File: config.mk
export PLATFORM = sky130hd
export DESIGN_NAME = adjacency_graph_bfs_engine
export DESIGN_NICKNAME = d
export VERILOG_FILES = /design/src/design/agbfs_pkg.sv /design/src/design/adjacency_graph_bfs_engine.sv
export VERILOG_INCLUDE_DIRS = /design/src /design/src/design
export SDC_FILE = /design/constraint.sdc
export NUM_CORES = 1
export LEC_CHECK = 0
export BUFFER_PORTS_ARGS = -buffer_cell sky130_fd_sc_hd__buf_2
export CAP_MARGIN = 5
export CORE_ASPECT_RATIO = 0.8
export CORE_MARGIN = 10
export CORE_UTILIZATION = 50
export CTS_CLUSTER_DIAMETER = 40
export DETAILED_ROUTE_END_ITERATION = 10
export PLACE_DENSITY = 0.67
export SKIP_LAST_GASP = 1
export SLEW_MARGIN = 25
export SYNTH_ARGS = -nofsm -noshare
export SYNTH_HDL_FRONTEND = slang
export SYNTH_SLANG_ARGS = --single-unit
File: constraint.sdc
create_clock -name clk -period 3.7 [get_ports clk]
set_input_delay 0.37 -clock clk [delete_from_list [all_inputs] [get_ports clk]]
set_output_delay 0.37 -clock clk [all_outputs]
set_load 0.005 [all_outputs]
File: src/design/adjacency_graph_bfs_engine_defines.svh
// ----------------------------------------------------------------------------
// Assertion macros for the adjacency graph search engine
// Shared checks, each clocked on clk and held off while rst_n is low.
// ----------------------------------------------------------------------------
`ifndef ADJACENCY_GRAPH_BFS_ENGINE_DEFINES_SVH
`define ADJACENCY_GRAPH_BFS_ENGINE_DEFINES_SVH

// A condition that holds at every clock edge out of reset.
`define AGBFS_ASSERT_ALWAYS(label, cond, msg) \
    label: assert property (@(posedge clk) disable iff (!rst_n) (cond)) \
        else $error(msg);

// A condition that implies another at the same edge.
`define AGBFS_ASSERT_SAME(label, ante, cons, msg) \
    label: assert property (@(posedge clk) disable iff (!rst_n) (ante) |-> (cons)) \
        else $error(msg);

// A condition that implies another at the following edge.
`define AGBFS_ASSERT_NEXT(label, ante, cons, msg) \
    label: assert property (@(posedge clk) disable iff (!rst_n) (ante) |=> (cons)) \
        else $error(msg);

`endif

File: src/design/agbfs_pkg.sv
// ----------------------------------------------------------------------------
// Adjacency graph search engine package
// Sizes, operation codes, sequencer states and the lowest-set-bit finder.
// ----------------------------------------------------------------------------
package agbfs_pkg;

    // Graph size and derived widths.
    localparam int NODES = 16;
    localparam int IDX_W = $clog2(NODES);
    localparam int PTR_W = $clog2(NODES + 1);

    // Fixed field widths.
    localparam int MODE_W     = 3;
    localparam int NODE_FLD_W = 4;
    localparam int ROW_FLD_W  = 16;

    // Stream widths.
    localparam int S_DATA_W = 24;
    localparam int S_USER_W = MODE_W;
    localparam int M_DATA_W = 48;
    localparam int M_USER_W = 1;

    // Operation codes carried on the input tuser.
    typedef enum logic [MODE_W-1:0] {
        MODE_LOAD    = 3'd0,
        MODE_INFECT  = 3'd1,
        MODE_ISOLATE = 3'd2,
        MODE_QUERY   = 3'd3,
        MODE_SEARCH  = 3'd4
    } mode_t;

    // Sequencer states.
    typedef enum logic [2:0] {
        ST_IDLE,
        ST_REPLY,
        ST_FETCH,
        ST_SCAN,
        ST_FINISH
    } state_t;

    // Index of the lowest set bit; zero for an empty vector.
    function automatic logic [IDX_W-1:0] first_set(input logic [NODES-1:0] v);
        logic [IDX_W-1:0] idx;
        idx = '0;
        for (int i = NODES - 1; i >= 0; i--)
        begin
            if (v[i])
            begin
                idx = IDX_W'(i);
            end
        end
        return idx;
    endfunction

endpackage

File: src/design/adjacency_graph_bfs_engine.sv
// ----------------------------------------------------------------------------
// Adjacency graph breadth-first search engine
// Bit adjacency matrix with infected flags, row load, infect, isolate, query
// and breadth-first search that streams out the tree edges.
// ----------------------------------------------------------------------------
// Usage:
// Commands arrive on the s_axis channel: tuser holds the operation, tdata the
// node index and a row for loads. Results leave on the m_axis channel, with
// tlast on the final result of a command and tuser set on a tree edge.
// Load, infect and isolate take effect when accepted and produce no result.
// A query result is loaded into the output register from the reply state once
// the output is free. A search fetches one adjacency row per dequeued node,
// takes each discovered child in turn through the shared lowest-set-bit
// finder and then leaves the row.
// s_axis_tready is high only while the sequencer is idle; one command is in
// work at a time. Edges are held one deep so that tlast can mark the final
// edge; when the receiver stalls, the search waits with the edge in hand.
// Reset clears the matrix, the infected and visited flags and all handshake
// state; the block is idle and takes commands as soon as reset is released.
// ----------------------------------------------------------------------------
`include "adjacency_graph_bfs_engine_defines.svh"

module adjacency_graph_bfs_engine (
    input  logic                          clk,
    input  logic                          rst_n,
    input  logic                          s_axis_tvalid,
    output logic                          s_axis_tready,
    // [3:0] node, [19:4] row_bits, [23:20] zero
    input  logic [agbfs_pkg::S_DATA_W-1:0] s_axis_tdata,
    // [2:0] mode
    input  logic [agbfs_pkg::S_USER_W-1:0] s_axis_tuser,
    output logic                          m_axis_tvalid,
    input  logic                          m_axis_tready,
    // [3:0] parent, [7:4] child, [8] node_infected, [24:9] neighbor_bits,
    // [40:25] infected_mask, [47:41] zero
    output logic [agbfs_pkg::M_DATA_W-1:0] m_axis_tdata,
    output logic                          m_axis_tlast,
    // [0] edge_valid
    output logic [agbfs_pkg::M_USER_W-1:0] m_axis_tuser
);
    import agbfs_pkg::*;

    // Stored graph and search state.
    logic [NODES-1:0] adj_reg [NODES];
    logic [IDX_W-1:0] queue_reg [NODES];
    logic [NODES-1:0] infected_reg, infected_next;
    logic [NODES-1:0] visited_reg, visited_next;
    logic [NODES-1:0] frontier_reg, frontier_next;
    logic [PTR_W-1:0] head_reg, head_next;
    logic [PTR_W-1:0] tail_reg, tail_next;
    logic [IDX_W-1:0] parent_reg, parent_next;
    logic [IDX_W-1:0] node_reg, node_next;
    logic             node_ok_reg, node_ok_next;
    logic             pend_valid_reg, pend_valid_next;
    logic [IDX_W-1:0] pend_parent_reg, pend_parent_next;
    logic [IDX_W-1:0] pend_child_reg, pend_child_next;
    state_t           state_reg, state_next;

    // Output register.
    logic                 m_valid_reg, m_valid_next;
    logic [IDX_W-1:0]     m_parent_reg, m_parent_next;
    logic [IDX_W-1:0]     m_child_reg, m_child_next;
    logic                 m_edge_reg, m_edge_next;
    logic                 m_last_reg, m_last_next;
    logic                 m_inf_reg, m_inf_next;
    logic [ROW_FLD_W-1:0] m_nb_reg, m_nb_next;
    logic [ROW_FLD_W-1:0] m_mask_reg, m_mask_next;

    // Input decode.
    logic                  in_accept;
    mode_t                 in_mode;
    logic [NODE_FLD_W-1:0] in_node;
    logic [ROW_FLD_W-1:0]  in_row;
    logic                  in_ok;
    logic [IDX_W-1:0]      in_idx;

    // Control strobes.
    logic             out_free;
    logic             do_fetch;
    logic             do_scan;
    logic             do_reply;
    logic             do_finish;
    logic             out_load;
    logic [IDX_W-1:0] rd_idx;
    logic [NODES-1:0] rd_row;
    logic [IDX_W-1:0] scan_bit;

    assign in_accept = s_axis_tvalid && s_axis_tready;
    assign in_mode   = mode_t'(s_axis_tuser);
    assign in_node   = s_axis_tdata[NODE_FLD_W-1:0];
    assign in_row    = s_axis_tdata[NODE_FLD_W +: ROW_FLD_W];
    assign in_ok     = int'(in_node) < NODES;
    assign in_idx    = in_node[IDX_W-1:0];
    assign out_free  = !m_valid_reg || m_axis_tready;

    // Single row read port: the queue head while fetching, else the held node.
    assign rd_idx   = (state_reg == ST_FETCH) ? queue_reg[head_reg[IDX_W-1:0]] : node_reg;
    assign rd_row   = adj_reg[rd_idx];
    // Shared lowest-set-bit finder over the pending children.
    assign scan_bit = first_set(frontier_reg);

    // Next state.
    always_comb
    begin
        state_next = state_reg;
        case (state_reg)
            ST_IDLE:
            begin
                if (in_accept && in_mode == MODE_QUERY)
                begin
                    state_next = ST_REPLY;
                end
                else if (in_accept && in_mode == MODE_SEARCH)
                begin
                    state_next = in_ok ? ST_FETCH : ST_FINISH;
                end
            end
            ST_REPLY:
            begin
                if (out_free)
                begin
                    state_next = ST_IDLE;
                end
            end
            ST_FETCH:
            begin
                state_next = (head_reg == tail_reg) ? ST_FINISH : ST_SCAN;
            end
            ST_SCAN:
            begin
                if (frontier_reg == '0)
                begin
                    state_next = ST_FETCH;
                end
            end
            ST_FINISH:
            begin
                if (out_free)
                begin
                    state_next = ST_IDLE;
                end
            end
            default:
            begin
                state_next = ST_IDLE;
            end
        endcase
    end

    // Sequencer outputs.
    always_comb
    begin
        s_axis_tready = 1'b0;
        do_fetch      = 1'b0;
        do_scan       = 1'b0;
        do_reply      = 1'b0;
        do_finish     = 1'b0;
        case (state_reg)
            ST_IDLE:   s_axis_tready = 1'b1;
            ST_REPLY:  do_reply      = out_free;
            ST_FETCH:  do_fetch      = head_reg != tail_reg;
            ST_SCAN:   do_scan       = (frontier_reg != '0) && (!pend_valid_reg || out_free);
            ST_FINISH: do_finish     = out_free;
            default:   s_axis_tready = 1'b0;
        endcase
    end

    assign out_load = do_reply || do_finish || (do_scan && pend_valid_reg);

    // Search and flag state.
    always_comb
    begin
        infected_next    = infected_reg;
        visited_next     = visited_reg;
        frontier_next    = frontier_reg;
        head_next        = head_reg;
        tail_next        = tail_reg;
        parent_next      = parent_reg;
        node_next        = node_reg;
        node_ok_next     = node_ok_reg;
        pend_valid_next  = pend_valid_reg;
        pend_parent_next = pend_parent_reg;
        pend_child_next  = pend_child_reg;

        if (in_accept)
        begin
            node_next    = in_idx;
            node_ok_next = in_ok;
            if (in_mode == MODE_INFECT && in_ok)
            begin
                infected_next[in_idx] = 1'b1;
            end
            if (in_mode == MODE_SEARCH)
            begin
                visited_next    = '0;
                head_next       = '0;
                tail_next       = '0;
                pend_valid_next = 1'b0;
                if (in_ok)
                begin
                    visited_next[in_idx] = 1'b1;
                    tail_next            = PTR_W'(1);
                end
            end
        end

        // Dequeue one node and take its unvisited neighbors as children.
        if (do_fetch)
        begin
            frontier_next = rd_row & ~visited_reg;
            visited_next  = visited_reg | rd_row;
            parent_next   = rd_idx;
            head_next     = head_reg + PTR_W'(1);
        end

        // Emit the lowest pending child and enqueue it.
        if (do_scan)
        begin
            frontier_next[scan_bit] = 1'b0;
            tail_next               = tail_reg + PTR_W'(1);
            pend_valid_next         = 1'b1;
            pend_parent_next        = parent_reg;
            pend_child_next         = scan_bit;
        end

        if (do_finish)
        begin
            pend_valid_next = 1'b0;
        end
    end

    // Output register loading.
    always_comb
    begin
        m_valid_next  = m_axis_tready ? 1'b0 : m_valid_reg;
        m_parent_next = m_parent_reg;
        m_child_next  = m_child_reg;
        m_edge_next   = m_edge_reg;
        m_last_next   = m_last_reg;
        m_inf_next    = m_inf_reg;
        m_nb_next     = m_nb_reg;
        m_mask_next   = m_mask_reg;
        if (out_load)
        begin
            m_valid_next  = 1'b1;
            m_mask_next   = ROW_FLD_W'(infected_reg);
            m_parent_next = '0;
            m_child_next  = '0;
            m_edge_next   = 1'b0;
            m_last_next   = 1'b1;
            m_inf_next    = 1'b0;
            m_nb_next     = '0;
            if (do_reply)
            begin
                m_inf_next = node_ok_reg && infected_reg[node_reg];
                m_nb_next  = node_ok_reg ? ROW_FLD_W'(rd_row) : '0;
            end
            else if (pend_valid_reg)
            begin
                // A held edge is final only when the search has run out.
                m_parent_next = pend_parent_reg;
                m_child_next  = pend_child_reg;
                m_edge_next   = 1'b1;
                m_last_next   = do_finish;
            end
        end
    end

    // Control and flag registers.
    always_ff @(posedge clk or negedge rst_n)
    begin
        if (!rst_n)
        begin
            state_reg      <= ST_IDLE;
            infected_reg   <= '0;
            visited_reg    <= '0;
            head_reg       <= '0;
            tail_reg       <= '0;
            pend_valid_reg <= 1'b0;
            m_valid_reg    <= 1'b0;
        end
        else
        begin
            state_reg      <= state_next;
            infected_reg   <= infected_next;
            visited_reg    <= visited_next;
            head_reg       <= head_next;
            tail_reg       <= tail_next;
            pend_valid_reg <= pend_valid_next;
            m_valid_reg    <= m_valid_next;
        end
    end

    // Payload registers.
    always_ff @(posedge clk)
    begin
        frontier_reg    <= frontier_next;
        parent_reg      <= parent_next;
        node_reg        <= node_next;
        node_ok_reg     <= node_ok_next;
        pend_parent_reg <= pend_parent_next;
        pend_child_reg  <= pend_child_next;
        m_parent_reg    <= m_parent_next;
        m_child_reg     <= m_child_next;
        m_edge_reg      <= m_edge_next;
        m_last_reg      <= m_last_next;
        m_inf_reg       <= m_inf_next;
        m_nb_reg        <= m_nb_next;
        m_mask_reg      <= m_mask_next;
    end

    // Adjacency matrix: row load, and row plus column clear on isolate.
    always_ff @(posedge clk or negedge rst_n)
    begin
        if (!rst_n)
        begin
            for (int i = 0; i < NODES; i++)
            begin
                adj_reg[i] <= '0;
            end
        end
        else if (in_accept && in_ok)
        begin
            if (in_mode == MODE_LOAD)
            begin
                adj_reg[in_idx] <= NODES'(in_row);
            end
            else if (in_mode == MODE_ISOLATE)
            begin
                for (int i = 0; i < NODES; i++)
                begin
                    if (IDX_W'(i) == in_idx)
                    begin
                        adj_reg[i] <= '0;
                    end
                    else
                    begin
                        adj_reg[i][in_idx] <= 1'b0;
                    end
                end
            end
        end
    end

    // Search queue: root at the start, each child at the tail.
    always_ff @(posedge clk)
    begin
        if (in_accept && in_mode == MODE_SEARCH && in_ok)
        begin
            queue_reg[0] <= in_idx;
        end
        else if (do_scan)
        begin
            queue_reg[tail_reg[IDX_W-1:0]] <= scan_bit;
        end
    end

    // Port drive.
    assign m_axis_tvalid = m_valid_reg;
    assign m_axis_tlast  = m_last_reg;
    assign m_axis_tuser  = M_USER_W'(m_edge_reg);
    assign m_axis_tdata  = M_DATA_W'({m_mask_reg, m_nb_reg, m_inf_reg, m_child_reg, m_parent_reg});

    // Checks.
    `AGBFS_ASSERT_ALWAYS(a_queue_order, head_reg <= tail_reg, "queue head passed the tail")
    `AGBFS_ASSERT_ALWAYS(a_queue_bound, tail_reg <= PTR_W'(NODES), "queue overran its depth")
    `AGBFS_ASSERT_SAME(a_pend_in_search, pend_valid_reg,
        state_reg == ST_FETCH || state_reg == ST_SCAN || state_reg == ST_FINISH,
        "held edge outside a search")
    `AGBFS_ASSERT_NEXT(a_scan_enqueues, do_scan, tail_reg == $past(tail_reg) + PTR_W'(1),
        "child not enqueued")
    `AGBFS_ASSERT_SAME(a_no_overwrite, !out_free, !out_load, "result overwritten while stalled")

endmodule
==> impl_metrics.py, run 1 <==
metrics = {
    "timing": {
        "fin_setup_tns_ns": 0,
        "period_minus_slack_ns": 3.61,
        "timing.final.crit_share": 0.976,
        "slew_headroom": 0.315,
        "rsz0062_at_grt": "false",
        "skew_ns": 0.0253,
        "setup_ws_ns": 0.0873,
        "fmax_mhz": 277,
        "tightestPinTransition_ns": 1.02,
        "finalHoldViolCount": 0,
        "report.final.slew_viol_count": 0,
        "setup_violations": 0,
    },
    "setup_path": {
        "rrSetupSlack_ns": 0.09,
        "rr_worst_depth": 13,
        "worstSetupEndpoint": "m_nb_reg[5]",
        "r2r_end": "m_nb_reg[5]",
        "path_delay_family": "buffers and inverters",
        "cpMaxStageDelayCell": "nor4_2",
        "critical_path_arrival_ns": 3.97,
        "path_cells": "buf_12, mux2i_1, a22oi_1, a32o_1, nor2_4, inv_4, buf_12, buf_4, a211oi_1, a311oi_1, nor4_2, buf_4, nor2_1",
        "crit_path_max_fanout": 26,
        "worstSetupEndpointType": "flop",
        "startpoint": "head_reg[1]",
        "startpoint_type": "flop",
        "cp.required_ns": 4.06,
        "worstSetupPathType": "reg -> reg",
        "path_buf_inv": 5,
        "cp_slowest_stage_delay_ns": 0.57,
        "r2r_start": "head_reg[1]",
        "path_depth": 13,
    },
    "final_layout": {
        "area_growth_pct": 16.8,
        "fill_cells": 3551,
        "largest_reg_flops": 256,
        "finalNetCount": 2294,
        "drive_gt1_frac": 0.156,
    },
    "clocking": {
        "cts_buffers": 55,
        "tritoncts": "built",
        "clk_latency_ns": 0.62,
        "path_clk_slew_ns": 0.06,
        "htreeDepth": 2,
        "cts.path.max_buffers": 3,
        "cts_sinks": 442,
        "cts_root_buf": "clkbuf_16",
    },
    "placed_design": {
        "routabilityCongestion": 0.968,
        "io_buffers": 71,
        "place_hpwl_um": 50500,
        "place_ws_ns": -0.375,
    },
    "synth": {
        "synth_edf_count": 123,
        "synthDistinctLibCells": 64,
        "ys.flop_type": "dfrtp_1",
        "syn_area_um2": 21000,
        "synthArstFlopShare": 0.686,
        "postSynthAreaPerCell_um2": 9.67,
        "ys_warn_count": 0,
        "synth_cells": 2176,
        "ys_ff_latch": 442,
        "synth.yosys.seq_area_share": 0.551,
    },
    "power": {
        "powerDensity_nw_per_um2": 759,
        "combPwrFrac": 0.352,
        "p_leak_nw": 9.99,
        "seqPwrFrac": 0.347,
        "power_switching_mw": 6.99,
        "switching_share": 0.375,
        "ir_worst_vdd_mv": 0.461,
        "intPower_mw": 11.7,
        "p_clk_frac": 0.301,
    },
    "detailed_routing": {
        "dr_total_vias": 18800,
        "drtIter0Drc": 2482,
        "routed_wl_um": 76400,
        "wl_per_cell_um": 26.7,
        "vias_per_cell": 6.58,
        "ant_nets": 0,
        "drc_errors": 0,
        "firstDrtPassIters": 6,
    },
    "run": {
        "cap_violations": 0,
    },
    "floorplan": {
        "die-area_um2": 50700,
        "die_w_um": 249,
        "core-area_um2": 41700,
        "rows": 67,
        "ios": 83,
        "start_util": 0.504,
        "die_h_um": 203,
    },
    "outcome": {
        "status": "complete, no violations",
    },
    "grt": {
        "grt-ovfl-total": 0,
        "antenna_found_initial": 6,
        "grt_usage": 0.295,
        "grt_pass1_wl_um": 116000,
        "grt_max_degree": 84,
        "grt_pass1_vias": 18400,
    },
    "min_path": {
        "hold_path.class": "in -> reg",
    },
}
==> metrics by stage <==
step | power, mW | utilization | hold WS, ns | cell area [µm²] | cells
after CTS | 18.4 | 0.588 | 0.0574 | 24500 | 2856
after global routing | 19.3 | 0.589 | 0.114 | 24600 | 2858
after detailed placement | 12.8 | 0.541 | 0.372 | 22600 | 2751
after floorplan | 10.0 | - | 0.0744 | 21100 | 2182
after global placement | 12.7 | 0.541 | 0.369 | 22600 | 2751
final | 18.6 | 0.589 | 0.0632 | 24600 | 2859
==> routing by layer <==
layer | routed length, µm | vias to the layer above | part of all wire | track usage
met5 | 42 | - | 0.00055 | 0
met3 | 9540 | 237 | 0.12 | 0.0793
met2 | 31800 | 1210 | 0.42 | 0.417
met1 | 31400 | 9292 | 0.41 | 0.415
met4 | 3580 | 6 | 0.047 | 0.140
li1 | - | 8081 | - | -
==> synth_stat cells, types with 4 or more instances <==
cell / n / area, µm²
nor4_1: 5 / 31.3
a311o_1: 34 / 340
a21o_1: 18 / 135
o211a_1: 4 / 40.0
nor2b_1: 14 / 87.6
buf_2: 26 / 130
buf_6: 7 / 78.8
nand4_1: 8 / 50.1
a31oi_1: 4 / 25.0
dfrtp_1: 303 / 7580
a21oi_1: 28 / 140
mux4_2: 8 / 180
nor3_1: 18 / 90.1
o22ai_1: 7 / 43.8
a32oi_1: 10 / 87.6
clkbuf_1: 151 / 567
a22oi_1: 17 / 128
nand2b_1: 11 / 68.8
o21ai_0: 515 / 2580
or3_1: 9 / 56.3
buf_4: 10 / 75.1
or4_1: 6 / 45.0
buf_1: 8 / 30.0
a311oi_1: 22 / 193
and3_1: 76 / 475
nand2_1: 374 / 1400
and2_1: 21 / 131
dfxtp_1: 16 / 320
inv_1: 9 / 33.8
mux2i_1: 18 / 180
o31ai_1: 26 / 195
mux4_1: 7 / 184
a32o_1: 4 / 40.0
o22a_1: 11 / 96.3
xor2_1: 6 / 52.6
nor2_1: 92 / 345
a211oi_1: 61 / 458
edfxtp_1: 123 / 3690
o31a_1: 11 / 96.3
nand3_1: 36 / 180
==> cell families after synthesis <==
family,after synthesis,synth area share
adder cells (fa/ha/maj),2,0.00119
flip-flops,442,0.551
XOR/XNOR,8,0.00333
multiplexers,36,0.0276
other,1,0.000178
AND/OR/NAND/NOR,681,0.145
buffers and inverters,215,0.0443
AO/OA/AOI/OAI,791,0.227
==> area by class of cell <==
cell class | count | area [µm²] | share of cell area
Inverter | 13 | 53.8 | 0.00219
Clock buffer | 64 | 1470 | 0.0599
Sequential cell | 442 | 11600 | 0.472
Clock inverter | 37 | 424 | 0.0173
Tap cell | 552 | 691 | 0.0281
Antenna cell | 2 | 5.00 | 0.000204
Multi-Input combinational cell | 1525 | 8630 | 0.351
Timing Repair Buffer | 224 | 1700 | 0.0693
==> placed cells by master (no fill, tap or decap), types with 26 or more instances in the layout <==
cell type and instances:
buf_2 70, a311o_1 34, a21oi_1 28, and3_1 76
dfrtp_1 302, buf_4 137, clkbuf_16 57, nand3_1 35
o21ai_0 515, o31ai_1 26, nand2_1 374, a211oi_1 61
nor2_1 91, edfxtp_1 123
==> power groups by stage <==
stage	sequential, mW	clock, mW	combinational, mW
3_3_place_gp	6.53	0	6.17
4_1_cts	6.46	5.64	6.35
5_1_grt	6.54	5.85	6.96
6_report	6.47	5.62	6.56
2_1_floorplan	6.34	0	3.70
3_5_place_dp	6.55	0	6.27
==> repair_timing <==
action,in CTS,in global routing
pin swaps,1,1
hold buffers,1,0
hold endpoints to repair,60,0
setup endpoints to repair,3,5
setup buffers,3,0
resized for setup,2,5
==> how the worst min path moves through the flow <==
stage / start / endpoint / slack [ns] / depth (start not counted)
global placement: rst_n / adj_reg[119] / 0.37 / 1
global route: s_axis_tdata[13] / adj_reg[25] / 0.11 / 3
detailed placement: rst_n / adj_reg[103] / 0.37 / 1
CTS: s_axis_tdata[4] / adj_reg[16] / 0.06 / 3
finish: s_axis_tdata[4] / adj_reg[16] / 0.06 / 3
floorplan: rst_n / adj_reg[0] / 0.07 / 0
==> tightest hold or removal path: stages <==
cell	delay (ns)
buf_2	0.09
a22oi_1	0.05
o21ai_0	0.13
Power figures use the tool's default switching activity.
==> inputs of run 2 (changes only) <==
- ABC_AREA: default -> 1
==> impl_metrics.py, run 2 <==
metrics = {
    "outcome": {
        "status": "complete, no violations",
    },
    "setup_path": {
        "startpoint_type": "flop",
        "worstSetupEndpointType": "flop",
        "r2r_end": "queue_reg[0][3]",
        "worstSetupPathType": "reg -> reg",
        "path_cells": "inv_1, nor3_1, nand2_1, a21oi_2, inv_1, buf_4, nand2_1, inv_1, nor3_1",
        "critical_path_arrival_ns": 3.61,
        "path_delay_family": "simple AND/OR/NAND/NOR gates",
        "crit_path_max_fanout": 19,
        "path_buf_inv": 4,
        "r2r_start": "state_reg[0]",
        "cpMaxStageDelayCell": "a21oi_2",
        "rrSetupSlack_ns": 0.33,
        "cp.required_ns": 3.94,
        "cp_slowest_stage_delay_ns": 0.74,
        "rr_worst_depth": 9,
        "cp_common_cell": "inv_1",
    },
    "synth": {
        "synthAdderAreaFrac": 0.00119,
        "synth_xor_xnor_area_share": 0.00209,
        "syn_area_um2": 20900,
        "yosysMostFrequentCell": "o21ai_0",
        "synth-simple-area-share": 0.221,
        "ys_top_cells_by_count": "o21ai_0, nand3_1, nand2_1, dfrtp_1, nor2_1",
        "synth_top_area_cell": "dfrtp_1",
        "synthArstFlopShare": 0.686,
        "synth_compound_area_frac": 0.153,
        "synth.yosys.seq_area_share": 0.554,
        "synth_area_leaders": "dfrtp_1, edfxtp_1, o21ai_0",
        "synthDistinctLibCells": 42,
        "ys_warn_count": 0,
        "postSynthAreaPerCell_um2": 8.50,
        "synth_top_family_by_area": "simple AND/OR/NAND/NOR gates",
        "synth_cells": 2464,
        "synth_edf_count": 123,
        "synthMuxAreaShare": 0,
        "ys.flop_type": "dfrtp_1",
        "yosys.area.top_type_share": 0.362,
        "ys_ff_latch": 442,
    },
    "timing": {
        "tightestPinTransition_ns": 1.09,
        "fmax_mhz": 297,
        "finalHoldViolCount": 0,
        "period_minus_slack_ns": 3.37,
        "whs_ns": 0.173,
        "skew_ns": 0.0179,
        "setup_violations": 0,
        "timing.final.crit_share": 0.910,
        "report.final.slew_viol_count": 0,
        "fin_setup_tns_ns": 0,
        "rsz0062_at_grt": "false",
        "slew_headroom": 0.273,
    },
    "final_layout": {
        "area_growth_pct": 14.5,
        "layout_commonest_cell": "o21ai_0",
        "fin_area_um2": 24000,
        "fill_cells": 3624,
        "mostFrequentLayoutCells": "o21ai_0, nand3_1, nand2_1, dfrtp_1, nor2_1",
        "multiInputGateArea_um2": 8010,
        "instances_no_fill": 3109,
        "utilization": 0.584,
        "ff_latch_area_um2": 11600,
        "largest_reg_flops": 256,
        "finalNetCount": 2552,
        "drive_gt1_frac": 0.114,
    },
    "grt": {
        "grt-ovfl-total": 0,
        "grt_usage": 0.292,
        "grt_pass1_wl_um": 114000,
        "grt_max_degree": 113,
        "top_usage_layer": "met2",
        "met1_usage": 0.410,
        "gr-usage-met2": 0.412,
        "gr-usage-met3": 0.101,
        "grt_pass1_vias": 18500,
        "antenna_found_initial": 1,
    },
    "placed_design": {
        "routabilityCongestion": 0.942,
        "dpl-instance-area_um2": 22100,
        "place_hpwl_um": 49100,
        "io_buffers": 71,
        "dpl.cell_count": 3007,
    },
    "clocking": {
        "post_cts_resized": 0,
        "path_clk_slew_ns": 0.06,
        "cts_sinks": 442,
        "htreeDepth": 2,
        "cts_root_buf": "clkbuf_16",
        "clk_latency_ns": 0.61,
        "tritoncts": "built",
        "cts_buffers": 53,
        "cts.path.max_buffers": 3,
    },
    "floorplan": {
        "die_h_um": 203,
        "rows": 66,
        "die-area_um2": 50500,
        "core-area_um2": 41000,
        "start_util": 0.510,
        "die_w_um": 249,
        "ios": 83,
    },
    "run": {
        "cap_violations": 0,
    },
    "detailed_routing": {
        "routed_wl_um": 75700,
        "wl_per_cell_um": 24.3,
        "dr_total_vias": 19700,
        "drc_errors": 0,
        "vias_per_cell": 6.34,
        "firstDrtPassIters": 6,
        "drtIter0Drc": 2927,
        "ant_nets": 0,
    },
    "min_path": {
        "hold_end": "pend_valid_reg",
        "worstHoldStart": "m_axis_tready",
        "hold_path.class": "in -> reg",
        "worstHoldPathCells": 4,
    },
    "power": {
        "p_leak_nw": 10.1,
        "powerDensity_nw_per_um2": 852,
        "ir_worst_vdd_mv": 0.614,
    },
}
-- run 2: cell count changes after synthesis, sizes merged, moves of 21 or more --
cell | before | now
nand3 | 36 | 417
inv | 13 | 163
nor2 | 93 | 241
and3 | 76 | 0
clkbuf | 151 | 86
a211oi | 61 | 2
o21ai | 515 | 459
o22ai | 7 | 50
a311o | 34 | 0
a21oi | 28 | 59
buf | 51 | 82
and2 | 24 | 0
a311oi | 22 | 0
nand2 | 374 | 395
-- run 2: layout make-up --
cell class                      count  area share
Sequential cell                   442       0.483
Multi-Input combinational cell   1695       0.334
Clock buffer                       63      0.0595
Timing Repair Buffer              162      0.0514
Tap cell                          544      0.0284
Inverter                          165      0.0259
Clock inverter                     37      0.0172
Antenna cell                        1    0.000104
-- run 2: power by group --
part	leakage (nW)	total [mW]	switching [mW]	internal [mW]
Sequential	5.17	6.73	0.503	6.22
Combinational	4.09	8.24	5.96	2.27
Clock	0.877	5.48	2.22	3.27
Total	10.1	20.4	8.68	11.8
-- run 2: worst max-delay path by stage --
stage | start | endpoint | cells past startpoint
floorplan | state_reg[0] | m_axis_tlast | 7
global placement | frontier_reg[4] | queue_reg[0][2] | 11
detailed placement | state_reg[0] | queue_reg[0][2] | 9
CTS | state_reg[0] | queue_reg[0][3] | 9
global route | state_reg[0] | queue_reg[0][3] | 9
finish | state_reg[0] | queue_reg[0][3] | 9
-- run 2: what timing repair did --
item,4_1_cts,5_1_grt
setup endpoints to repair,0,0
hold endpoints to repair,94,0
hold buffers,1,0
setup buffers,0,0
-- run 2: logic make-up after synthesis --
logic type               after synthesis
other                                  1
AND/OR/NAND/NOR                     1076
flip-flops                           442
buffers and inverters                333
AO/OA/AOI/OAI                        605
adder cells (fa/ha/maj)                2
XOR/XNOR                               5
-- run 2: worst min-delay path: cells and delay by family --
kind / cells / cell delay, ns
buffers and inverters: 1 / 0.08
and+or+nand+nor: 2 / 0.25
AOI/OAI and AO/OA: 1 / 0.04
-- run 2: metal layers --
metal  vias up  share of wire
li1       8568              -
met1      9425           0.39
met2      1491           0.41
met3       218           0.16
met4         2          0.037
met5         -        0.00053
-- run 2: per-stage QoR --
step | setup WS, ns | total power, mW
after detailed placement | 0.448 | 14.7
after global placement | 0.524 | 14.4
after floorplan | 0.383 | 11.7
final | 0.333 | 20.4
after global routing | 0.0490 | 21.4
after CTS | 0.389 | 20.1
